$ cat config.mk
export PLATFORM = sky130hd
export DESIGN_NAME = modular_exponentiation
export DESIGN_NICKNAME = d
export VERILOG_FILES = /design/src/rtl/mexp_pkg.sv /design/src/rtl/mexp_datapath.sv /design/src/rtl/mexp_ctrl.sv /design/src/rtl/modular_exponentiation.sv
export SDC_FILE = /design/constraint.sdc
export NUM_CORES = 1
export LEC_CHECK = 0
export ABC_CLOCK_PERIOD_IN_PS = 12200
export BUFFER_PORTS_ARGS = -buffer_cell sky130_fd_sc_hd__buf_2
export CORE_MARGIN = 1
export CORE_UTILIZATION = 44
export DETAILED_ROUTE_END_ITERATION = 16
export PLACE_DENSITY_LB_ADDON = 0.05
export REMOVE_ABC_BUFFERS = 1
export SLEW_MARGIN = 10
export SYNTH_ARGS = -nofsm -noshare
export SYNTH_HDL_FRONTEND = slang
export SYNTH_HIERARCHICAL = 1
export SYNTH_SLANG_ARGS = --single-unit
$ cat constraint.sdc
create_clock -name i_clk -period 12.2 [get_ports i_clk]
set_clock_uncertainty 0.2 [all_clocks]
set_input_delay 0.61 -clock i_clk [delete_from_list [all_inputs] [get_ports i_clk]]
set_output_delay 0.61 -clock i_clk [all_outputs]
set_load 0.1 [all_outputs]
$ cat src/rtl/mexp_pkg.sv
`default_nettype none

package mexp_pkg;

    // fixed field widths
    localparam int MSG_W = 32;
    localparam int KEY_W = 31;
    localparam int CNT_W = 5;

    // configuration register indexes
    localparam logic REG_EXPONENT = 1'b0;
    localparam logic REG_MODULUS  = 1'b1;

    // modular multiply operations
    localparam logic [1:0] OP_REDUCE = 2'd0;
    localparam logic [1:0] OP_SQUARE = 2'd1;
    localparam logic [1:0] OP_MULT   = 2'd2;

    // output word selection
    localparam logic [1:0] OUT_ACC = 2'd0;
    localparam logic [1:0] OUT_ONE = 2'd1;
    localparam logic [1:0] OUT_ERR = 2'd2;

    typedef struct packed {
        logic       start;
        logic [1:0] op;
        logic       load_out;
        logic [1:0] out_sel;
    } t_cmd;

    typedef struct packed {
        logic busy;
        logic done;
    } t_status;

endpackage

`default_nettype wire

$ cat src/rtl/mexp_datapath.sv
`default_nettype none

module mexp_datapath (
    input  wire logic                        i_clk,
    input  wire logic                        i_rst_n,
    input  wire mexp_pkg::t_cmd              i_cmd,
    input  wire logic [mexp_pkg::MSG_W-1:0]  i_message,
    input  wire logic [mexp_pkg::KEY_W-1:0]  i_modulus,
    output mexp_pkg::t_status                o_status,
    output logic      [mexp_pkg::KEY_W-1:0]  o_result,
    output logic                             o_error
);

    localparam int MW = mexp_pkg::MSG_W;
    localparam int KW = mexp_pkg::KEY_W;
    localparam int CW = mexp_pkg::CNT_W;

    logic          r_busy, n_busy;
    logic          r_done, n_done;
    logic [CW-1:0] r_cnt,  n_cnt;
    logic [1:0]    r_dest, n_dest;
    logic [KW-1:0] r_mr,   n_mr;
    logic [MW-1:0] r_ma,   n_ma;
    logic [KW-1:0] r_mb,   n_mb;
    logic [KW-1:0] r_acc,  n_acc;
    logic [KW-1:0] r_base, n_base;
    logic [KW-1:0] r_result, n_result;
    logic          r_error,  n_error;

    logic [MW-1:0] w_mod;
    logic [MW-1:0] w_dbl;
    logic [MW-1:0] w_red1;
    logic [MW-1:0] w_add;
    logic [MW-1:0] w_red2;
    logic [KW-1:0] w_next;

    // one multiplier bit per cycle: double, reduce, add, reduce
    always_comb begin
        w_mod  = {1'b0, i_modulus};
        w_dbl  = {r_mr, 1'b0};
        w_red1 = (w_dbl >= w_mod) ? (w_dbl - w_mod) : w_dbl;
        w_add  = w_red1 + (r_ma[MW-1] ? {1'b0, r_mb} : '0);
        w_red2 = (w_add >= w_mod) ? (w_add - w_mod) : w_add;
        w_next = w_red2[KW-1:0];
    end

    always_comb begin
        n_busy   = r_busy;
        n_done   = 1'b0;
        n_cnt    = r_cnt;
        n_dest   = r_dest;
        n_mr     = r_mr;
        n_ma     = r_ma;
        n_mb     = r_mb;
        n_acc    = r_acc;
        n_base   = r_base;
        n_result = r_result;
        n_error  = r_error;
        if (i_cmd.start) begin
            n_busy = 1'b1;
            n_cnt  = '1;
            n_dest = i_cmd.op;
            n_mr   = '0;
            case (i_cmd.op)
                mexp_pkg::OP_REDUCE: begin
                    n_ma  = i_message;
                    n_mb  = KW'(1);
                    n_acc = KW'(1);
                end
                mexp_pkg::OP_SQUARE: begin
                    n_ma = {1'b0, r_acc};
                    n_mb = r_acc;
                end
                mexp_pkg::OP_MULT: begin
                    n_ma = {1'b0, r_acc};
                    n_mb = r_base;
                end
                default: begin
                    n_ma = '0;
                    n_mb = '0;
                end
            endcase
        end else if (r_busy) begin
            n_mr  = w_next;
            n_ma  = {r_ma[MW-2:0], 1'b0};
            n_cnt = r_cnt - CW'(1);
            if (r_cnt == '0) begin
                n_busy = 1'b0;
                n_done = 1'b1;
                if (r_dest == mexp_pkg::OP_REDUCE) begin
                    n_base = w_next;
                end else begin
                    n_acc = w_next;
                end
            end
        end
        if (i_cmd.load_out) begin
            case (i_cmd.out_sel)
                mexp_pkg::OUT_ACC: begin
                    n_result = r_acc;
                    n_error  = 1'b0;
                end
                mexp_pkg::OUT_ONE: begin
                    n_result = KW'(1);
                    n_error  = 1'b0;
                end
                mexp_pkg::OUT_ERR: begin
                    n_result = '0;
                    n_error  = 1'b1;
                end
                default: begin
                    n_result = '0;
                    n_error  = 1'b1;
                end
            endcase
        end
    end

    always_ff @(posedge i_clk) begin
        if (!i_rst_n) begin
            r_busy <= 1'b0;
            r_done <= 1'b0;
        end else begin
            r_busy <= n_busy;
            r_done <= n_done;
        end
    end

    always_ff @(posedge i_clk) begin
        r_cnt    <= n_cnt;
        r_dest   <= n_dest;
        r_mr     <= n_mr;
        r_ma     <= n_ma;
        r_mb     <= n_mb;
        r_acc    <= n_acc;
        r_base   <= n_base;
        r_result <= n_result;
        r_error  <= n_error;
    end

    assign o_status = mexp_pkg::t_status'{busy: r_busy, done: r_done};
    assign o_result = r_result;
    assign o_error  = r_error;

    a_start_loads: assert property (@(posedge i_clk) disable iff (!i_rst_n)
        i_cmd.start |=> (r_busy && r_cnt == '1))
        else $error("multiply start did not arm the bit counter");

    a_residue_below_mod: assert property (@(posedge i_clk) disable iff (!i_rst_n)
        r_busy |-> (i_modulus == '0 || r_mr < i_modulus))
        else $error("partial residue not reduced below modulus");

endmodule

`default_nettype wire

$ cat src/rtl/mexp_ctrl.sv
`default_nettype none

module mexp_ctrl (
    input  wire logic                        i_clk,
    input  wire logic                        i_rst_n,
    input  wire logic                        i_valid,
    output logic                             o_stall,
    output logic                             o_valid,
    input  wire logic                        i_stall,
    input  wire logic [mexp_pkg::KEY_W-1:0]  i_exponent,
    input  wire logic                        i_mod_zero,
    input  wire mexp_pkg::t_status           i_status,
    output mexp_pkg::t_cmd                   o_cmd
);

    localparam logic [2:0] ST_IDLE = 3'd0;
    localparam logic [2:0] ST_RED  = 3'd1;
    localparam logic [2:0] ST_SQ   = 3'd2;
    localparam logic [2:0] ST_MUL  = 3'd3;
    localparam logic [2:0] ST_DONE = 3'd4;

    localparam int CW = mexp_pkg::CNT_W;

    logic [2:0]    r_state, n_state;
    logic [CW-1:0] r_bit,   n_bit;
    logic [1:0]    r_sel,   n_sel;
    logic          r_out_valid, n_out_valid;

    always_comb begin
        n_state     = r_state;
        n_bit       = r_bit;
        n_sel       = r_sel;
        n_out_valid = r_out_valid && i_stall;
        o_cmd       = '0;
        case (r_state)
            ST_IDLE: begin
                if (i_valid) begin
                    if (i_mod_zero) begin
                        n_sel   = mexp_pkg::OUT_ERR;
                        n_state = ST_DONE;
                    end else if (i_exponent == '0) begin
                        n_sel   = mexp_pkg::OUT_ONE;
                        n_state = ST_DONE;
                    end else begin
                        n_sel       = mexp_pkg::OUT_ACC;
                        o_cmd.start = 1'b1;
                        o_cmd.op    = mexp_pkg::OP_REDUCE;
                        n_state     = ST_RED;
                    end
                end
            end
            ST_RED: begin
                if (i_status.done) begin
                    n_bit       = CW'(mexp_pkg::KEY_W - 1);
                    o_cmd.start = 1'b1;
                    o_cmd.op    = mexp_pkg::OP_SQUARE;
                    n_state     = ST_SQ;
                end
            end
            ST_SQ: begin
                if (i_status.done) begin
                    if (i_exponent[r_bit]) begin
                        o_cmd.start = 1'b1;
                        o_cmd.op    = mexp_pkg::OP_MULT;
                        n_state     = ST_MUL;
                    end else if (r_bit == '0) begin
                        n_state = ST_DONE;
                    end else begin
                        n_bit       = r_bit - CW'(1);
                        o_cmd.start = 1'b1;
                        o_cmd.op    = mexp_pkg::OP_SQUARE;
                    end
                end
            end
            ST_MUL: begin
                if (i_status.done) begin
                    if (r_bit == '0) begin
                        n_state = ST_DONE;
                    end else begin
                        n_bit       = r_bit - CW'(1);
                        o_cmd.start = 1'b1;
                        o_cmd.op    = mexp_pkg::OP_SQUARE;
                        n_state     = ST_SQ;
                    end
                end
            end
            ST_DONE: begin
                if (!r_out_valid || !i_stall) begin
                    o_cmd.load_out = 1'b1;
                    o_cmd.out_sel  = r_sel;
                    n_out_valid    = 1'b1;
                    n_state        = ST_IDLE;
                end
            end
            default: begin
                n_state = ST_IDLE;
            end
        endcase
    end

    always_ff @(posedge i_clk) begin
        if (!i_rst_n) begin
            r_state     <= ST_IDLE;
            r_out_valid <= 1'b0;
        end else begin
            r_state     <= n_state;
            r_out_valid <= n_out_valid;
        end
    end

    always_ff @(posedge i_clk) begin
        r_bit <= n_bit;
        r_sel <= n_sel;
    end

    assign o_stall = (r_state != ST_IDLE);
    assign o_valid = r_out_valid;

    a_start_when_free: assert property (@(posedge i_clk) disable iff (!i_rst_n)
        o_cmd.start |-> !i_status.busy)
        else $error("multiply started while unit busy");

    a_done_while_waiting: assert property (@(posedge i_clk) disable iff (!i_rst_n)
        i_status.done |-> (r_state == ST_RED || r_state == ST_SQ || r_state == ST_MUL))
        else $error("multiply finished with no step waiting");

    a_reduce_starts: assert property (@(posedge i_clk) disable iff (!i_rst_n)
        (r_state == ST_IDLE && i_valid && !i_mod_zero && i_exponent != '0)
        |=> i_status.busy)
        else $error("accepted word did not start reduction");

endmodule

`default_nettype wire

$ cat src/rtl/modular_exponentiation.sv
`default_nettype none

// rsa modular exponentiation: each accepted message word gives one result word,
// (message mod modulus) ^ exponent mod modulus, with the key (exponent, modulus)
// held in two config registers (index 0 exponent, index 1 modulus, both reset to 1).
// only the low WORD_BITS bits of the message are used. a zero modulus gives
// result 0 with error set, and a zero exponent gives 1; both finish without
// touching the arithmetic. otherwise the message is first reduced mod n, then
// square-and-multiply runs over all 31 exponent bits, msb first. every modular
// multiply goes through one shared shift-and-add unit that handles one
// multiplier bit per cycle. one word is in work at a time; the result sits in
// an output register, so the next word is taken as soon as the result is
// loaded there.

module modular_exponentiation #(
    parameter int WORD_BITS = 32
) (
    input  wire logic                        i_clk,
    input  wire logic                        i_rst_n,
    // input channel
    input  wire logic                        i_valid,
    output logic                             o_stall,
    input  wire logic [mexp_pkg::MSG_W-1:0]  i_message,
    // output channel
    output logic                             o_valid,
    input  wire logic                        i_stall,
    output logic      [mexp_pkg::KEY_W-1:0]  o_result,
    output logic                             o_error,
    // config write port
    input  wire logic                        i_wr_en,
    input  wire logic                        i_wr_index,
    input  wire logic [mexp_pkg::KEY_W-1:0]  i_wr_data
);

    localparam int MW = mexp_pkg::MSG_W;
    localparam int KW = mexp_pkg::KEY_W;

    logic [KW-1:0] r_exponent, n_exponent;
    logic [KW-1:0] r_modulus,  n_modulus;
    logic [MW-1:0] w_message;

    mexp_pkg::t_cmd    w_cmd;
    mexp_pkg::t_status w_status;

    // key registers; the user must write them only while the block is idle, the block itself does not enforce it
    always_comb begin
        n_exponent = r_exponent;
        n_modulus  = r_modulus;
        if (i_wr_en) begin
            case (i_wr_index)
                mexp_pkg::REG_EXPONENT: n_exponent = i_wr_data;
                mexp_pkg::REG_MODULUS:  n_modulus  = i_wr_data;
                default: begin
                    n_exponent = r_exponent;
                end
            endcase
        end
    end

    always_ff @(posedge i_clk) begin
        if (!i_rst_n) begin
            r_exponent <= KW'(1);
            r_modulus  <= KW'(1);
        end else begin
            r_exponent <= n_exponent;
            r_modulus  <= n_modulus;
        end
    end

    // keep only the low WORD_BITS bits of the message word
    always_comb begin
        for (int i = 0; i < MW; i++) begin
            w_message[i] = (i < WORD_BITS) ? i_message[i] : 1'b0;
        end
    end

    mexp_ctrl u_ctrl (
        .i_clk      (i_clk),
        .i_rst_n    (i_rst_n),
        .i_valid    (i_valid),
        .o_stall    (o_stall),
        .o_valid    (o_valid),
        .i_stall    (i_stall),
        .i_exponent (r_exponent),
        .i_mod_zero (r_modulus == '0),
        .i_status   (w_status),
        .o_cmd      (w_cmd)
    );

    mexp_datapath u_datapath (
        .i_clk     (i_clk),
        .i_rst_n   (i_rst_n),
        .i_cmd     (w_cmd),
        .i_message (w_message),
        .i_modulus (r_modulus),
        .o_status  (w_status),
        .o_result  (o_result),
        .o_error   (o_error)
    );

endmodule

`default_nettype wire
# After elaboration in Yosys (flattened, before gate mapping)
# Index checks and enable logic that the tools add are counted.
dict set report word_totals {
  word_cells 122
  register_bits 270
  input_bits 69
  out_inout_bits 34
}
dict set report op_classes {
  n_lt_le_gt_ge 3
  n_eq_ne 16
  bitwise 4
  reduce_logical 26
  n_mux 51
  add_sub_neg 5
}
# operator count
set op_table {}
lappend op_table {{$mux W31} 7}
lappend op_table {{$mux W32} 3}
lappend op_table {{$pmux W31 S3} 1}
lappend op_table {{$ge A32 B31 Y1} 2}
lappend op_table {{$pmux W32 S2} 1}
lappend op_table {{$logic_not A31 Y1} 2}
lappend op_table {{$pmux W31 S2} 1}
lappend op_table {{$mux W3} 20}
lappend op_table {{$add A32 B31 Y32} 1}
lappend op_table {{$sub A32 B31 Y32} 1}
lappend op_table {{$sub A31 B31 Y31} 1}
lappend op_table {{$mux W5} 5}
lappend op_table {{$pmux W3 S5} 1}
lappend op_table {{$pmux W5 S3} 1}
lappend op_table {{$pmux W3 S4} 1}
lappend op_table {{$logic_not A5 Y1} 2}
lappend op_table {{$ne A2 B1 Y1 const B} 5}
lappend op_table {{$sub A5 B1 Y5 const B} 2}
lappend op_table {{$mux W1} 9}
lappend op_table {{$reduce_and A4 Y1} 2}
lappend op_table {{$eq A3 B2 Y1 const B} 2}
lappend op_table {{$logic_not A2 Y1} 3}
lappend op_table {{$lt A5 B6 Y1 const B} 1}
lappend op_table {{$ne A2 B2 Y1 const B} 3}
lappend op_table {{18 further kinds} 28}

# Logic depth before layout (Yosys ltp)
dict set report depth {
  word_depth 9
  ltp_mapped 35
  mapped_depth_nobuf 32
}

# Hierarchy
# The synthesis kept the hierarchy.
# module area_per_inst_um2 n_inst cells_each seq_area_each_um2
set modules_own_cells {}
lappend modules_own_cells {mexp_datapath 13764.5 1 1446 5535.3}
lappend modules_own_cells {modular_exponentiation 2339.7 1 282 1241.2}
lappend modules_own_cells {mexp_ctrl 1068.5 1 115 290.3}

# Worst setup path before layout
# OpenSTA, ideal clock, no wires.
dict set report synth_timing {
  path_type {register to register}
  startpoint {register r_modulus[0]}
  endpoint {register u_datapath.r_acc[10] (data pin)}
  setup_ns 0.266
  period_less_slack_ns 7.399
  arrival_time_ns 6.933
  path_stages_with_launch 33
  n_path_buf 3
  required_ns 11.734
  slack_ns 4.801
  path_cell_list {dfxtp_1 -> inv_1 -> fa_1 -> a211oi_1 -> o21ai_1 -> a21o_1 -> o21ai_2 -> a21oi_1 -> o21bai_1 -> clkbuf_1 -> clkbuf_1 -> nand2_1 -> o31ai_1 -> ha_1 -> a21o_1 -> a311o_1 -> o211ai_1 -> nand3_1 -> o21a_2 -> o211ai_2 -> or4b_1 -> o311ai_1 -> ha_1 -> and3_1 -> nand3_1 -> o211a_1 -> o21ai_0 -> nor3_4 -> nand2_2 -> mux2i_4 -> buf_8 -> mux2i_2 -> nor2_1}
}
dict set report synth_via {
  elab_chain_cells 9
  word_cells_on_any_way 15
  cone_classes {3 x add/sub; 2 x order compare; 9 x mux; 1 x reduce/logical}
}
# item line_no
set synth_lines {}
lappend synth_lines {{start: declaration} modular_exponentiation.sv:39} ;# logic [KW-1:0] r_modulus, n_modulus;
lappend synth_lines {{start signal: assignment} modular_exponentiation.sv:66} ;# r_modulus <= n_modulus;
lappend synth_lines {{$sub A32 B31 Y32 / $ge A32 B31 Y1 (equally long branches)} mexp_datapath.sv:41} ;# w_red1 = (w_dbl >= w_mod) ? (w_dbl - w_mod) : w_dbl;
lappend synth_lines {{$mux W32} mexp_datapath.sv:41}
lappend synth_lines {{$add A32 B31 Y32} mexp_datapath.sv:42} ;# w_add = w_red1 + (r_ma[MW-1] ? {1'b0, r_mb} : '0);
lappend synth_lines {{$sub A31 B31 Y31 / $ge A32 B31 Y1 (equally long branches)} mexp_datapath.sv:43} ;# w_red2 = (w_add >= w_mod) ? (w_add - w_mod) : w_add;
lappend synth_lines {{$mux W31} mexp_datapath.sv:43}
lappend synth_lines {{$mux W31} mexp_datapath.sv:90} ;# if (r_dest == mexp_pkg::OP_REDUCE) begin
lappend synth_lines {{$mux W31} mexp_datapath.sv:87} ;# if (r_cnt == '0) begin
lappend synth_lines {{$mux W31} mexp_datapath.sv:83} ;# end else if (r_busy) begin
lappend synth_lines {{$mux W31 *} mexp_datapath.sv:59} ;# if (i_cmd.start) begin
lappend synth_lines {{end signal: assignment} mexp_datapath.sv:135} ;# r_acc <= n_acc;
lappend synth_lines {{end: declaration} mexp_datapath.sv:25} ;# logic [KW-1:0] r_acc, n_acc;
# Every way passes the cells marked *; elsewhere a longest branch is shown, timed or not. The select of a mux whose other input is x is not followed.
# A chain may end at the register's enable or synchronous reset.

# Final worst setup path
dict set report layout_timing {
  startpoint {register r_modulus[0]}
  endpoint {register u_datapath.r_acc[11] (data pin)}
}
# Same word-level chain as after synthesis.

==> out/results.txt <==
status -> completed
largest net degree at the start of global routing -> 72
post_cts resized -> 0
Pre-antenna DRT Iters -> 6
area delta synth->final -> 10.8%
first-pass GRT wire length -> 74.5 mm
reg2reg setup slack -> 2.62 ns
Clock Path Buffers -> 3
WL per Instance -> 19.6 um
hold_ws -> 0.0923 ns
Die Span X -> 200 um
RSZ-0062 raised after global routing -> false
Post-DP HPWL -> 34.9 mm
setup repair bufs after CTS -> 0
Root Buffer -> clkbuf_16
Die Ht -> 200 um
Final Setup Violations -> 0
final hold violation count -> 0
critical-path maximum fanout -> 41
total length of routed wires -> 47.7 mm
total CTS buffers -> 30
setup TNS -> 0 ns
vias in the first global route -> 13100
Reg2Reg Depth -> 31
Rows -> 71
clock slew seen by the registers of the worst setup and hold paths -> 0.06 ns
Slew HR -> 22.0%
Final Max Slew Viols -> 0
CTS tree -> yes
Routed Antenna Nets -> 0
R2R Path Start -> r_modulus[0]
Congestion Overflow GR -> 0
Setup CP Type -> reg -> reg
final critical path time including I/O delays and setup -> 9.58 ns
# Max-Cap Violations -> 0
drt first-iter violations -> 926
final worst setup slack -> 2.62 ns
drt via density -> 5.59
Critical Path Source Type -> flip-flop
crit end category -> flip-flop
CP arrival -> 9.64 ns
antenna violations before repair -> 0
H-tree depth -> 1
TritonCTS Sinks -> 270
Fillers -> 3669
Core Area -> 38000 um^2
critical path's slowest cell -> mux2i_4
syn avg cell area -> 9.32 um^2
Syn Std Cell Area -> 17200 um^2
Starting Density -> 45.1%
IO Port Bufs -> 102
Post-CTS Hold Buffers -> 0
crit path to -> u_datapath/r_acc[11]
IO Count -> 103
Setup Slack @ Placement -> 2.69 ns
nets@finish -> 2071
FMAX -> 104 MHz
Worst R2R End -> u_datapath/r_acc[11]
slew of the pin with the lowest slew margin -> 1.17 ns
Register Area -> 7070 um^2
footprint of the multi-input gates -> 9220 um^2
post-synthesis cell count -> 1842
most used cell, CP -> nor2_1
final RePlAce weighted congestion -> 0.927
period utilization -> 78.5%
ANT cells -> 0
Critical path origin -> r_modulus[0]
fraction of layout cells with a size suffix above 1 -> 13.5%
Tightest Hold Check Type -> in -> reg
drt drc -> 0
GRT Total Usage -> 24.3%
worst-skew pair later-pin latency -> 0.57 ns
DIE AREA -> 39800 um^2
Critical Path Max Stage Delay -> 0.78 ns
CP required -> 12.27 ns
DR vias -> 13600
Core Util, Final -> 50.0%
Warnings, synthesis -> 6
-- worst min-delay path by stage --
| stage | end | start | cells past startpoint |
|---|---|---|---|
| after detailed placement | u_datapath/r_done | u_datapath/r_busy | 2 |
| final | r_modulus[27] | i_wr_data[27] | 3 |
| after global routing | r_exponent[22] | i_wr_data[22] | 3 |
| after global placement | u_datapath/r_done | u_datapath/r_busy | 2 |
| after CTS | r_exponent[27] | i_wr_data[27] | 3 |
| after floorplan | r_exponent[14] | r_exponent[14] | 2 |
-- state kept, by name, summed over array words and instances (netlist names), 2 cells and up --
signal               flops
u_datapath/r_cnt         5
u_datapath/r_mr         31
u_datapath/r_dest        2
u_datapath/r_ma         32
u_datapath/r_acc        31
u_ctrl/r_state           3
u_datapath/o_result     31
u_datapath/r_mb         31
u_ctrl/r_sel             2
u_datapath/r_base       31
r_exponent              31
u_ctrl/r_bit             5
r_modulus               31
-- per-layer routing --
| metal | track usage, % | wire length (um) | vias up |
|---|---|---|---|
| met5 | 0 | 0 | - |
| met1 | 35.8 | 23600 | 6514 |
| met2 | 37.3 | 20600 | 304 |
| met4 | 6.84 | 1350 | 0 |
| li1 | - | - | 6730 |
| met3 | 2.73 | 2140 | 57 |
-- metrics by stage --
step	cell area [um^2]	std cells
CTS	19000	2434
finish	19000	2434
floorplan	16800	1753
global route	19000	2434
global placement	18000	2378
detailed placement	18000	2378
-- cell type report --
cell class	instances	area share, %
clock buffers	45	4.62
clock inverters	11	0.434
inverters	139	2.74
multi-input cells	1344	48.5
flip-flops and latches	270	37.2
well taps	511	3.36
repair buffers	114	3.16
-- cell usage in the layout, fill, tap and decap left out, types with 6 or more instances in the layout --
master / count
and2_1: 70
o21ai_1: 8
nor4b_1: 6
nor4_1: 19
nand3_1: 31
mux2i_1: 6
o22ai_1: 34
inv_1: 139
o21ai_0: 72
edfxtp_1: 166
clkinv_2: 8
buf_2: 102
nand2b_1: 23
nand2_1: 215
nand4_1: 10
o211ai_1: 8
a21boi_1: 59
clkbuf_1: 9
ha_1: 97
xor2_1: 22
nor3_1: 22
a31oi_1: 7
nor2_1: 153
buf_4: 12
o21bai_1: 13
a21o_1: 27
dfxtp_1: 103
and3_1: 10
mux2i_2: 26
a211oi_1: 15
xnor2_1: 53
a22oi_1: 62
a211o_1: 6
a21boi_0: 8
nor2b_1: 13
a211oi_2: 27
a21oi_1: 96
clkbuf_16: 31
o31ai_1: 6
o21a_1: 13
-- critical path, delay by kind of cell, from the launching register on --
kind	cells	cell delay, ns
fa+ha+maj	3	1.15
simple gates	6	1.02
compound gates	15	3.71
flops	1	0.40
xor+xnor	1	0.18
buf+inv	3	1.06
mux	3	1.52
Power is left out: the tool's default activity adds up to more than one toggle a clock period on the data nets, which glitch-free logic cannot reach.
